<file path="config.mk">
export PLATFORM = sky130hd
export DESIGN_NAME = rrwc_ctrl
export DESIGN_NICKNAME = d
export VERILOG_FILES = /design/src/hdl/rrwc_pkg.sv /design/src/hdl/rrwc_ctrl.sv
export SDC_FILE = /design/constraint.sdc
export NUM_CORES = 1
export LEC_CHECK = 0
export BUFFER_PORTS_ARGS = -buffer_cell sky130_fd_sc_hd__buf_4
export CORE_UTILIZATION = 37
export CTS_BUF_LIST = sky130_fd_sc_hd__clkbuf_2 sky130_fd_sc_hd__clkbuf_4 sky130_fd_sc_hd__clkbuf_8
export DETAILED_ROUTE_END_ITERATION = 7
export MAX_ROUTING_LAYER = met4
export PLACE_DENSITY = 0.78
export REMOVE_ABC_BUFFERS = 1
export SYNTH_ARGS = -nofsm -noshare
export SYNTH_HDL_FRONTEND = slang
export SYNTH_SLANG_ARGS = --single-unit
</file>
<file path="constraint.sdc">
create_clock -name clock -period 3.1 [get_ports clock]
set_input_delay 0.62 -clock clock [delete_from_list [all_inputs] [get_ports clock]]
set_output_delay 0.62 -clock clock [all_outputs]
set_load 0.05 [all_outputs]
</file>
<file path="src/hdl/rrwc_pkg.sv">
// rrwc_pkg: shared types and constants for the round-robin wait calculator
// holds field widths, datapath op codes and the controller/datapath command and status structs
// no dependencies
package rrwc_pkg;

   localparam int BURST_W    = 16;
   localparam int ARRIVAL_W  = 16;
   localparam int TIME_W     = 32;
   localparam int Q_W        = 8;
   localparam int OUT_IDX_W  = 6;
   localparam int REQ_DATA_W = BURST_W + ARRIVAL_W;
   localparam int RSP_FIELD_W = OUT_IDX_W + 2 * TIME_W;
   localparam int RSP_DATA_W = ((RSP_FIELD_W + 7) / 8) * 8;
   localparam int RSP_PAD_W  = RSP_DATA_W - RSP_FIELD_W;
   localparam int DIV_W      = BURST_W;
   localparam int DIV_CNT_W  = $clog2(DIV_W);

   localparam logic [Q_W-1:0] QUANTUM_RESET = Q_W'(2);

   // what the datapath does with each table entry during a walk
   typedef enum logic [1:0] {
      OP_SCAN,
      OP_SWEEP,
      OP_RUN
   } op_type;

   typedef struct packed {
      logic   load;
      logic   time_clr;
      logic   count_clr;
      logic   walk_start;
      logic   walk;
      op_type op;
      logic   div_start;
      logic   mul1;
      logic   mul2;
      logic   skip_add;
      logic   tick;
      logic   out_start;
      logic   out_load;
      logic   out_next;
   } cmd_type;

   typedef struct packed {
      logic walk_done;
      logic skip_ok;
      logic div_done;
      logic quot_zero;
      logic ran;
      logic out_last;
   } sts_type;

endpackage

</file>
<file path="src/hdl/rrwc_ctrl.sv">
// rrwc_ctrl: sequencer for load, round-robin passes and result output
// drives rrwc_pkg::cmd_type to the datapath and reads rrwc_pkg::sts_type back
module rrwc_ctrl (
   input  logic              clock,
   input  logic              reset,
   input  logic              req_tvalid,
   input  logic              req_tlast,
   output logic              req_tready,
   input  logic              rsp_tready,
   output logic              rsp_tvalid,
   output rrwc_pkg::cmd_type cmd_o,
   input  rrwc_pkg::sts_type sts_i
);
   import rrwc_pkg::*;

   typedef enum logic [3:0] {
      S_LOAD,
      S_SCAN_INIT,
      S_SCAN,
      S_DIV_START,
      S_DIV_WAIT,
      S_MUL1,
      S_MUL2,
      S_SKIP_ADD,
      S_SWEEP_INIT,
      S_SWEEP,
      S_RUN_INIT,
      S_RUN,
      S_PASS_END,
      S_OUT_RD,
      S_OUT_LOAD,
      S_OUT_WAIT
   } state_type;

   state_type state_ff, state_in;
   logic      rsp_valid_ff, rsp_valid_in;
   logic      rsp_xfer;

   assign rsp_xfer = rsp_valid_ff && rsp_tready;

   always_comb begin
      state_in     = state_ff;
      rsp_valid_in = rsp_valid_ff;
      cmd_o        = '0;
      cmd_o.op     = OP_SCAN;
      unique case (state_ff)
         S_LOAD: begin
            if (req_tvalid) begin
               cmd_o.load = 1'b1;
               if (req_tlast) begin
                  cmd_o.time_clr = 1'b1;
                  state_in       = S_SCAN_INIT;
               end
            end
         end
         S_SCAN_INIT: begin
            cmd_o.walk_start = 1'b1;
            cmd_o.op         = OP_SCAN;
            state_in         = S_SCAN;
         end
         S_SCAN: begin
            cmd_o.walk = 1'b1;
            cmd_o.op   = OP_SCAN;
            if (sts_i.walk_done) begin
               state_in = sts_i.skip_ok ? S_DIV_START : S_RUN_INIT;
            end
         end
         S_DIV_START: begin
            cmd_o.div_start = 1'b1;
            state_in        = S_DIV_WAIT;
         end
         S_DIV_WAIT: begin
            if (sts_i.div_done) begin
               state_in = sts_i.quot_zero ? S_RUN_INIT : S_MUL1;
            end
         end
         S_MUL1: begin
            cmd_o.mul1 = 1'b1;
            state_in   = S_MUL2;
         end
         S_MUL2: begin
            cmd_o.mul2 = 1'b1;
            state_in   = S_SKIP_ADD;
         end
         S_SKIP_ADD: begin
            cmd_o.skip_add = 1'b1;
            state_in       = S_SWEEP_INIT;
         end
         S_SWEEP_INIT: begin
            cmd_o.walk_start = 1'b1;
            cmd_o.op         = OP_SWEEP;
            state_in         = S_SWEEP;
         end
         S_SWEEP: begin
            cmd_o.walk = 1'b1;
            cmd_o.op   = OP_SWEEP;
            if (sts_i.walk_done) begin
               state_in = S_RUN_INIT;
            end
         end
         S_RUN_INIT: begin
            cmd_o.walk_start = 1'b1;
            cmd_o.op         = OP_RUN;
            state_in         = S_RUN;
         end
         S_RUN: begin
            cmd_o.walk = 1'b1;
            cmd_o.op   = OP_RUN;
            if (sts_i.walk_done) begin
               state_in = S_PASS_END;
            end
         end
         S_PASS_END: begin
            // an idle pass ends the schedule
            if (sts_i.ran) begin
               cmd_o.tick = 1'b1;
               state_in   = S_SCAN_INIT;
            end else begin
               cmd_o.out_start = 1'b1;
               state_in        = S_OUT_RD;
            end
         end
         S_OUT_RD: begin
            state_in = S_OUT_LOAD;
         end
         S_OUT_LOAD: begin
            cmd_o.out_load = 1'b1;
            rsp_valid_in   = 1'b1;
            state_in       = S_OUT_WAIT;
         end
         S_OUT_WAIT: begin
            if (rsp_xfer) begin
               rsp_valid_in = 1'b0;
               if (sts_i.out_last) begin
                  cmd_o.count_clr = 1'b1;
                  state_in        = S_LOAD;
               end else begin
                  cmd_o.out_next = 1'b1;
                  state_in       = S_OUT_RD;
               end
            end
         end
         default: begin
            state_in     = S_LOAD;
            rsp_valid_in = 1'b0;
         end
      endcase
   end

   always_ff @(posedge clock) begin
      if (reset) begin
         state_ff     <= S_LOAD;
         rsp_valid_ff <= 1'b0;
      end else begin
         state_ff     <= state_in;
         rsp_valid_ff <= rsp_valid_in;
      end
   end

   assign req_tready = (state_ff == S_LOAD);
   assign rsp_tvalid = rsp_valid_ff;

   a_no_overlap: assert property (@(posedge clock) disable iff (reset)
      !(req_tready && rsp_tvalid))
      else $error("input accepted while a result is pending");

   a_result_source: assert property (@(posedge clock) disable iff (reset)
      $rose(rsp_valid_ff) |-> $past(state_ff == S_OUT_LOAD))
      else $error("result raised without a table read");

endmodule

</file>
==> impl_summary.log, run 1 <==
[metrics] Slew Limit Fails: 0
[metrics] placer's final routability congestion estimate: 0.826
[metrics] clock slew seen by the registers of the worst setup and hold paths: 50 ps
[metrics] via count of the first global-routing pass: 490
[metrics] tightest hold margin: 535 ps
[metrics] area fraction of the dominant cell type after synthesis: 0.192
[metrics] Inserted Clock Buffers: 3
[metrics] RSZ-0062 raised after global routing: false
[metrics] Largest stage delay, worst path: 740 ps
[metrics] Final Power: 710 uW
[metrics] Core Footprint: 1300 sq um
[metrics] Setup Skew: 6.42 ps
[metrics] number of antenna violations at the first check in global routing: 0
[metrics] Critical Path, Cell by Cell: or3b_1, a21oi_1, buf_4
[metrics] type of the most critical hold path: reg -> reg
[metrics] clk_lat worst skew: 240 ps
[metrics] CTS tree: done
[metrics] sequential-to-total area share from yosys stat: 0.192
[metrics] wirelength, routed: 1340 um
[metrics] number of nets with antenna violations after routing: 0
[metrics] worst setup path class: reg -> out
[metrics] leading post-synthesis cells by cell area: sky130_fd_sc_hd__dfxtp_1 (19%), sky130_fd_sc_hd__nor2_1 (5.0%), sky130_fd_sc_hd__a211oi_1 (4.3%)
[metrics] cell class contributing the biggest share of worst-path delay: flip-flops
[metrics] endpoints failing hold: 0
[metrics] DRT Pass-1 Iters: 4
[metrics] maxcap violations: 0
[metrics] maximum number of pins on one net before global-route repair: 24
[metrics] required time of the critical path: 2480 ps
[metrics] result of the run: complete, no violations
[metrics] total die area: 1560 sq um
[metrics] top post-synthesis cells by count: sky130_fd_sc_hd__nor2_1 (7), sky130_fd_sc_hd__dfxtp_1 (5), sky130_fd_sc_hd__nand2_1 (5)
[metrics] worst voltage drop across the vdd grid: 0.554 mV
[metrics] start point of the worst hold path: rsp_tvalid$_SDFFE_PP0P_
[metrics] CTS Root Cell: sky130_fd_sc_hd__clkbuf_4
[metrics] global-route wire length before repair: 2050 um
[metrics] final-stage net count: 110
[metrics] distinct cell type count of the synthesized netlist: 35
[metrics] PortBufs: 27
[metrics] RR Endpoint: state_ff[1]$_SDFFE_PP0P_
[metrics] endpoint of the worst hold path: rsp_tvalid$_SDFFE_PP0P_
[metrics] half-perimeter wire length of the detailed placement result: 1020 um
[metrics] number of instances in the synthesized netlist: 74
[metrics] final worst-path cycle share: 0.778
[metrics] Setup violations, final: 0
[metrics] worst hold path cell count: 2
[metrics] sinks on the clock net: 5
[metrics] ANT cells: 0
[metrics] share of flip-flops with an asynchronous set or reset after synthesis: 0
[metrics] buffering stage count on the worst path with inverters included: 1
[metrics] vertical die dimension: 39.5 um
[metrics] mapped cell area: 520 sq um
[metrics] count of state elements after synthesis: 5
[metrics] crit end category: output pin
[metrics] achievable clock frequency: 0.415 GHz
[metrics] PostCTS Resize Cnt: 0
[metrics] Iter 0 DRT Violations: 10
[metrics] chip width: 39.5 um
[metrics] fraction of final layout cells with drive strength greater than 1: 0.347
[metrics] Initial Utilization: 0.400
[metrics] Avg WL per Cell: 11.9 um
[metrics] leakage power figure: 0.000321 uW
[metrics] number of core rows: 13
[metrics] utilization after layout: 0.566
[metrics] post-DR vias/cell: 5.63
[metrics] FF-to-FF path depth: 4
[metrics] worst setup slack for register-to-register paths: 1140 ps
[metrics] warnings from Yosys: 0
[metrics] Placement Cell Area: 707 sq um
[metrics] cts hold-fix bufs: 0
[metrics] post-synthesis average cell area: 7.03 sq um
[metrics] leading register cell type out of synthesis: sky130_fd_sc_hd__dfxtp_1
[metrics] gr usage total: 0.191
[metrics] maximum clock path buffer count: 2
[metrics] max_slew headroom: 0.556
[metrics] reg2reg start: state_ff[1]$_SDFFE_PP0P_
[metrics] DP Cell Count: 109
[metrics] worst endpoint data arrival time: 1790 ps
[metrics] number of H-tree levels: 1
[metrics] setup bufs post-CTS: 0
[metrics] post-route minimum period: 2410 ps
[metrics] most repeated cell in the gate-level netlist after synthesis: sky130_fd_sc_hd__nor2_1
[metrics] fin area: 737 sq um
[metrics] area added between synthesis and finish: 41.6%
[metrics] IO Count: 28
[metrics] DRC viols: 0
[metrics] cell area power density: 963 nW/um^2
[metrics] final standard cell count with taps included and fillers excluded: 113
[metrics] cell with the largest stage delay on the worst path: sky130_fd_sc_hd__dfxtp_1
[metrics] Slew @ Worst Pin: 665 ps
[metrics] number of vias in the routed layout: 636
[metrics] largest fanout on the critical path: 23
[metrics] cell accounting for the most synthesized area: sky130_fd_sc_hd__dfxtp_1
[metrics] EDFF count, synth: 0
[metrics] global-route congestion overflow total: 0
[metrics] Worst setup SP type: flop
cell usage in the layout (no fill, tap or decap), types with 3 or more instances in the layout:
cell | synthesis | routed
sky130_fd_sc_hd__nor4_1 | 3 | 3
sky130_fd_sc_hd__inv_1 | 3 | 3
sky130_fd_sc_hd__buf_4 | 0 | 27
sky130_fd_sc_hd__nor3_1 | 4 | 4
sky130_fd_sc_hd__o21ai_0 | 4 | 4
sky130_fd_sc_hd__nor3b_1 | 3 | 3
sky130_fd_sc_hd__nand2_1 | 5 | 5
sky130_fd_sc_hd__a211oi_1 | 3 | 3
sky130_fd_sc_hd__dfxtp_1 | 5 | 5
sky130_fd_sc_hd__clkbuf_4 | 0 | 4
sky130_fd_sc_hd__nor2_1 | 7 | 7
sky130_fd_sc_hd__a21oi_1 | 4 | 4
worst max path at each step:
stage / startpoint / end / slack [ps] / cells after the start
6_report: state_ff[1]$_SDFFE_PP0P_ / cmd_o[10] / 690 / 3
5_1_grt: state_ff[1]$_SDFFE_PP0P_ / cmd_o[10] / 560 / 3
4_1_cts: state_ff[1]$_SDFFE_PP0P_ / cmd_o[10] / 700 / 3
3_5_place_dp: state_ff[1]$_SDFFE_PP0P_ / cmd_o[10] / 970 / 3
3_3_place_gp: state_ff[1]$_SDFFE_PP0P_ / cmd_o[10] / 1000 / 3
2_1_floorplan: state_ff[2]$_SDFFE_PP0P_ / cmd_o[13] / -250 / 2
per-stage QoR:
stage          worst slack (ps)  setup TNS (ps)
2_1_floorplan              -251            -455
3_3_place_gp                999               0
3_5_place_dp                968               0
4_1_cts                     697               0
5_1_grt                     562               0
6_report                    688               0
flip-flops by register name, summed over array words and instances (netlist names):
name        count
state_ff        4
rsp_tvalid      1
layout make-up:
class / instances / area (sq um)
Clock buffer: 4 / 30.0
Fill cell: 138 / 564
Inverter: 3 / 11.3
Multi-Input combinational cell: 59 / 374
Sequential cell: 5 / 100
Tap cell: 15 / 18.8
Timing Repair Buffer: 27 / 203
worst min-delay path, stage by stage (launching register included):
cell and delay, ps:
sky130_fd_sc_hd__dfxtp_1 330, sky130_fd_sc_hd__a21oi_1 120, sky130_fd_sc_hd__nor2_1 40
cell families (layout without fill, tap and decap cells):
| family | count (synthesis) | after routing | share of synthesized area |
|---|---|---|---|
| AO/OA/AOI/OAI | 23 | 23 | 0.317 |
| buffers and inverters | 10 | 34 | 0.0889 |
| AND/OR/NAND/NOR | 36 | 36 | 0.401 |
| flip-flops | 5 | 5 | 0.192 |
power by group:
part	internal (uW)	switching [uW]
logic	166	294
registers	83.9	80.4
clock network	57.4	27.2
total	308	402
metal layers:
metal | GRT usage | share of wire | vias up
met1 | 0.258 | 0.47 | 289
met3 | 0.0511 | 0.062 | 0
met4 | 0 | 0 | 0
met5 | - | 0 | -
li1 | - | - | 325
met2 | 0.303 | 0.47 | 22
Power figures use the tool's default switching activity.
==> run 2: changes to the inputs <==
- ABC_AREA: not set -> 1
- PLACE_DENSITY: 0.78 -> 0.8
- clock period: 3.1 -> 2 ns (I/O delays scaled with it)
==> impl_summary.log, run 2 <==
[metrics] gr usage total: 0.206 (+0.0150)
[metrics] wirelength, routed: 1490 um (+11%)
[metrics] register with the most flip-flops: state_ff
[metrics] type of the most critical hold path: in -> reg
[metrics] ANT cells: 0 (unchanged)
[metrics] Core Footprint: 1330 sq um (+2.5%)
[metrics] global-route congestion overflow total: 0 (unchanged)
[metrics] final worst-path cycle share: 0.921
[metrics] IO Count: 28 (unchanged)
[metrics] area fraction of the dominant cell type after synthesis: 0.198 (+0.00587)
[metrics] leading register cell type out of synthesis: sky130_fd_sc_hd__dfxtp_1
[metrics] Avg WL per Cell: 9.85 um (-17%)
[metrics] most frequent standard cell in the layout excluding fill and tap cells: sky130_fd_sc_hd__nand2_1
[metrics] reg2reg start: state_ff[0]$_SDFFE_PP0P_
[metrics] top library cells by usage in the layout, fill and taps aside: sky130_fd_sc_hd__nand2_1 (29), sky130_fd_sc_hd__buf_4 (27), sky130_fd_sc_hd__inv_1 (19), sky130_fd_sc_hd__nor2_1 (18)
[metrics] vertical die dimension: 40.5 um (+2.6%)
[metrics] Iter 0 DRT Violations: 16 (+6)
[metrics] Worst setup SP type: flop
[metrics] top post-synthesis cells by count: sky130_fd_sc_hd__nand2_1 (29), sky130_fd_sc_hd__inv_1 (19), sky130_fd_sc_hd__nor2_1 (19)
[metrics] leading post-synthesis cells by cell area: sky130_fd_sc_hd__nand2_1 (20%), sky130_fd_sc_hd__dfxtp_1 (18%), sky130_fd_sc_hd__inv_1 (13%)
[metrics] RR Endpoint: state_ff[0]$_SDFFE_PP0P_
[metrics] maximum clock path buffer count: 2 (unchanged)
[metrics] register area: 100 sq um (unchanged)
[metrics] PortBufs: 27 (unchanged)
[metrics] clock slew seen by the registers of the worst setup and hold paths: 40 ps (about the same)
[metrics] half-perimeter wire length of the detailed placement result: 1270 um (+25%)
[metrics] maximum number of pins on one net before global-route repair: 8 (-67%)
[metrics] post-route minimum period: 1840 ps
[metrics] GR Util met3: 0.0333 (-0.0178)
[metrics] CTS Root Cell: sky130_fd_sc_hd__clkbuf_4
[metrics] required time of the critical path: 1600 ps (-880 ps)
[metrics] cts hold-fix bufs: 0 (unchanged)
[metrics] endpoint of the worst hold path: state_ff[2]$_SDFFE_PP0P_
[metrics] Inserted Clock Buffers: 3 (unchanged)
[metrics] result of the run: complete, no violations
[metrics] PostCTS Resize Cnt: 0 (unchanged)
[metrics] Slew Limit Fails: 0 (unchanged)
[metrics] number of core rows: 13 (unchanged)
[metrics] met2 usage in global routing: 0.317 (+0.0142)
[metrics] worst hold path cell count: 2 (unchanged)
[metrics] worst voltage drop across the vdd grid: 1.05 mV (+90%)
[metrics] sinks on the clock net: 5 (unchanged)
[metrics] setup bufs post-CTS: 0 (unchanged)
[metrics] clk_lat worst skew: 240 ps (about the same)
[metrics] via count of the first global-routing pass: 561 (+14%)
[metrics] worst setup path class: reg -> out
[metrics] post-synthesis average cell area: 5.23 sq um (-26%)
[metrics] distinct cell type count of the synthesized netlist: 14 (-60%)
[metrics] Largest register FFs: 4 (unchanged)
[metrics] placer's final routability congestion estimate: 0.900 (+9.0%)
[metrics] number of H-tree levels: 1 (unchanged)
[metrics] EDFF count, synth: 0 (unchanged)
[metrics] number of antenna violations at the first check in global routing: 0 (unchanged)
[metrics] sequential-to-total area share from yosys stat: 0.182 (-0.0101)
[metrics] achievable clock frequency: 0.543 GHz
[metrics] share of flip-flops with an asynchronous set or reset after synthesis: 0 (unchanged)
[metrics] crit end category: output pin
[metrics] mapped cell area: 549 sq um (+5.5%)
[metrics] largest fanout on the critical path: 7 (-70%)
[metrics] RSZ-0062 raised after global routing: false
[metrics] chip width: 40.5 um (+2.6%)
[metrics] cell area power density: 1410 nW/um^2 (+47%)
[metrics] start point of the worst hold path: reset
[metrics] warnings from Yosys: 0 (unchanged)
[metrics] number of vias in the routed layout: 698 (+9.7%)
[metrics] DRC viols: 0 (unchanged)
[metrics] number of inserted filler cells in the final layout: 131 (-5.1%)
[metrics] worst setup slack for register-to-register paths: 570 ps (-570 ps)
[metrics] area added between synthesis and finish: 48.1%
[metrics] most repeated cell in the gate-level netlist after synthesis: sky130_fd_sc_hd__nand2_1
[metrics] number of instances in the synthesized netlist: 105 (+42%)
[metrics] fraction of final layout cells with drive strength greater than 1: 0.360 (+0.0134)
[metrics] DRT Pass-1 Iters: 4 (unchanged)
[metrics] maxcap violations: 0 (unchanged)
[metrics] Slew @ Worst Pin: 315 ps (-350 ps)
[metrics] count of state elements after synthesis: 5 (unchanged)
[metrics] met1 Use GR: 0.239 (-0.0191)
[metrics] number of nets with antenna violations after routing: 0 (unchanged)
[metrics] leakage power figure: 0.000491 uW (+53%)
[metrics] Final Power: 1150 uW (+62%)
[metrics] utilization after layout: 0.610 (+0.0434)
[metrics] final-stage net count: 148 (+35%)
[metrics] total die area: 1640 sq um (+5.3%)
[metrics] worst endpoint data arrival time: 1440 ps (-350 ps)
[metrics] busiest layer in global routing: met2
[metrics] CTS tree: done
[metrics] endpoints failing hold: 0 (unchanged)
[metrics] Initial Utilization: 0.412 (+0.0118)
[metrics] Multi-input gate area: 379 sq um (+1.3%)
[metrics] Setup violations, final: 0 (unchanged)
[metrics] FF-to-FF path depth: 9 (+5)
[metrics] Setup Skew: 3.11 ps (-3.31 ps)
[metrics] cell accounting for the most synthesized area: sky130_fd_sc_hd__nand2_1
[metrics] post-DR vias/cell: 4.62 (-18%)
[metrics] max_slew headroom: 0.790 (+0.233)
[metrics] global-route wire length before repair: 2130 um (+4.1%)
==> run 2: cell count changes in the layout (fill, tap and decap cells not counted), moves of 5 or more <==
| cell | previous run | this run |
|---|---|---|
| sky130_fd_sc_hd__nor2_1 | 7 | 18 |
| sky130_fd_sc_hd__nand3_1 | 0 | 6 |
| sky130_fd_sc_hd__nand2_1 | 5 | 29 |
| sky130_fd_sc_hd__nor2_2 | 0 | 5 |
| sky130_fd_sc_hd__inv_1 | 3 | 19 |
==> run 2: cell families (layout without fill, tap and decap cells) <==
family          Yosys count  after routing  synth area share
compound gates           10             10             0.103
simple gates             68             68             0.565
flops                     5              5             0.182
buf+inv                  22             53             0.150
==> run 2: where the power goes <==
part           internal, uW  switching [uW]  total [uW]  leakage (uW)
clock network          88.8            39.5         128     0.0000184
registers               128            55.3         183     0.0000408
logic                   250             588         838      0.000432
total                   467             683        1150      0.000491
==> run 2: area by class of cell <==
cell class,count,area share
inverters,22,0.102
well taps,15,0.0231
multi-input cells,78,0.466
clock buffers,4,0.0369
flip-flops and latches,5,0.123
repair buffers,27,0.249
==> run 2: metrics by stage <==
stage / instance area (sq um) / hold WS, ps / cells / setup TNS (ps) / setup WS, ps
after floorplan: 549 / 469 / 105 / -1430 / -621
after global placement: 771 / 482 / 147 / 0 / 397
after detailed placement: 771 / 486 / 147 / 0 / 296
after CTS: 801 / 349 / 151 / 0 / 27.9
after global routing: 813 / 364 / 151 / 0 / 46.4
final: 813 / 353 / 151 / 0 / 157
==> run 2: worst max-delay path: stages (launching register included) <==
cell and delay, ps:
sky130_fd_sc_hd__dfxtp_1 500, sky130_fd_sc_hd__nand2_2 130, sky130_fd_sc_hd__nor2_2 170, sky130_fd_sc_hd__nand3_1 110, sky130_fd_sc_hd__nor2_1 100, sky130_fd_sc_hd__buf_4 200
==> run 2: how the worst max path moves through the flow <==
| stage | startpoint | end | cells past startpoint |
|---|---|---|---|
| floorplan | state_ff[2]$_SDFFE_PP0P_ | cmd_o[13] | 5 |
| global placement | state_ff[2]$_SDFFE_PP0P_ | cmd_o[13] | 6 |
| detailed placement | state_ff[2]$_SDFFE_PP0P_ | cmd_o[13] | 6 |
| CTS | state_ff[2]$_SDFFE_PP0P_ | cmd_o[13] | 6 |
| global route | state_ff[2]$_SDFFE_PP0P_ | cmd_o[12] | 5 |
| finish | state_ff[2]$_SDFFE_PP0P_ | cmd_o[12] | 5 |
==> run 2: layer usage <==
metal	vias to the layer above	share of wire
li1	375	-
met1	304	0.47
met2	15	0.47
met3	4	0.034
met4	0	0.021
met5	-	0
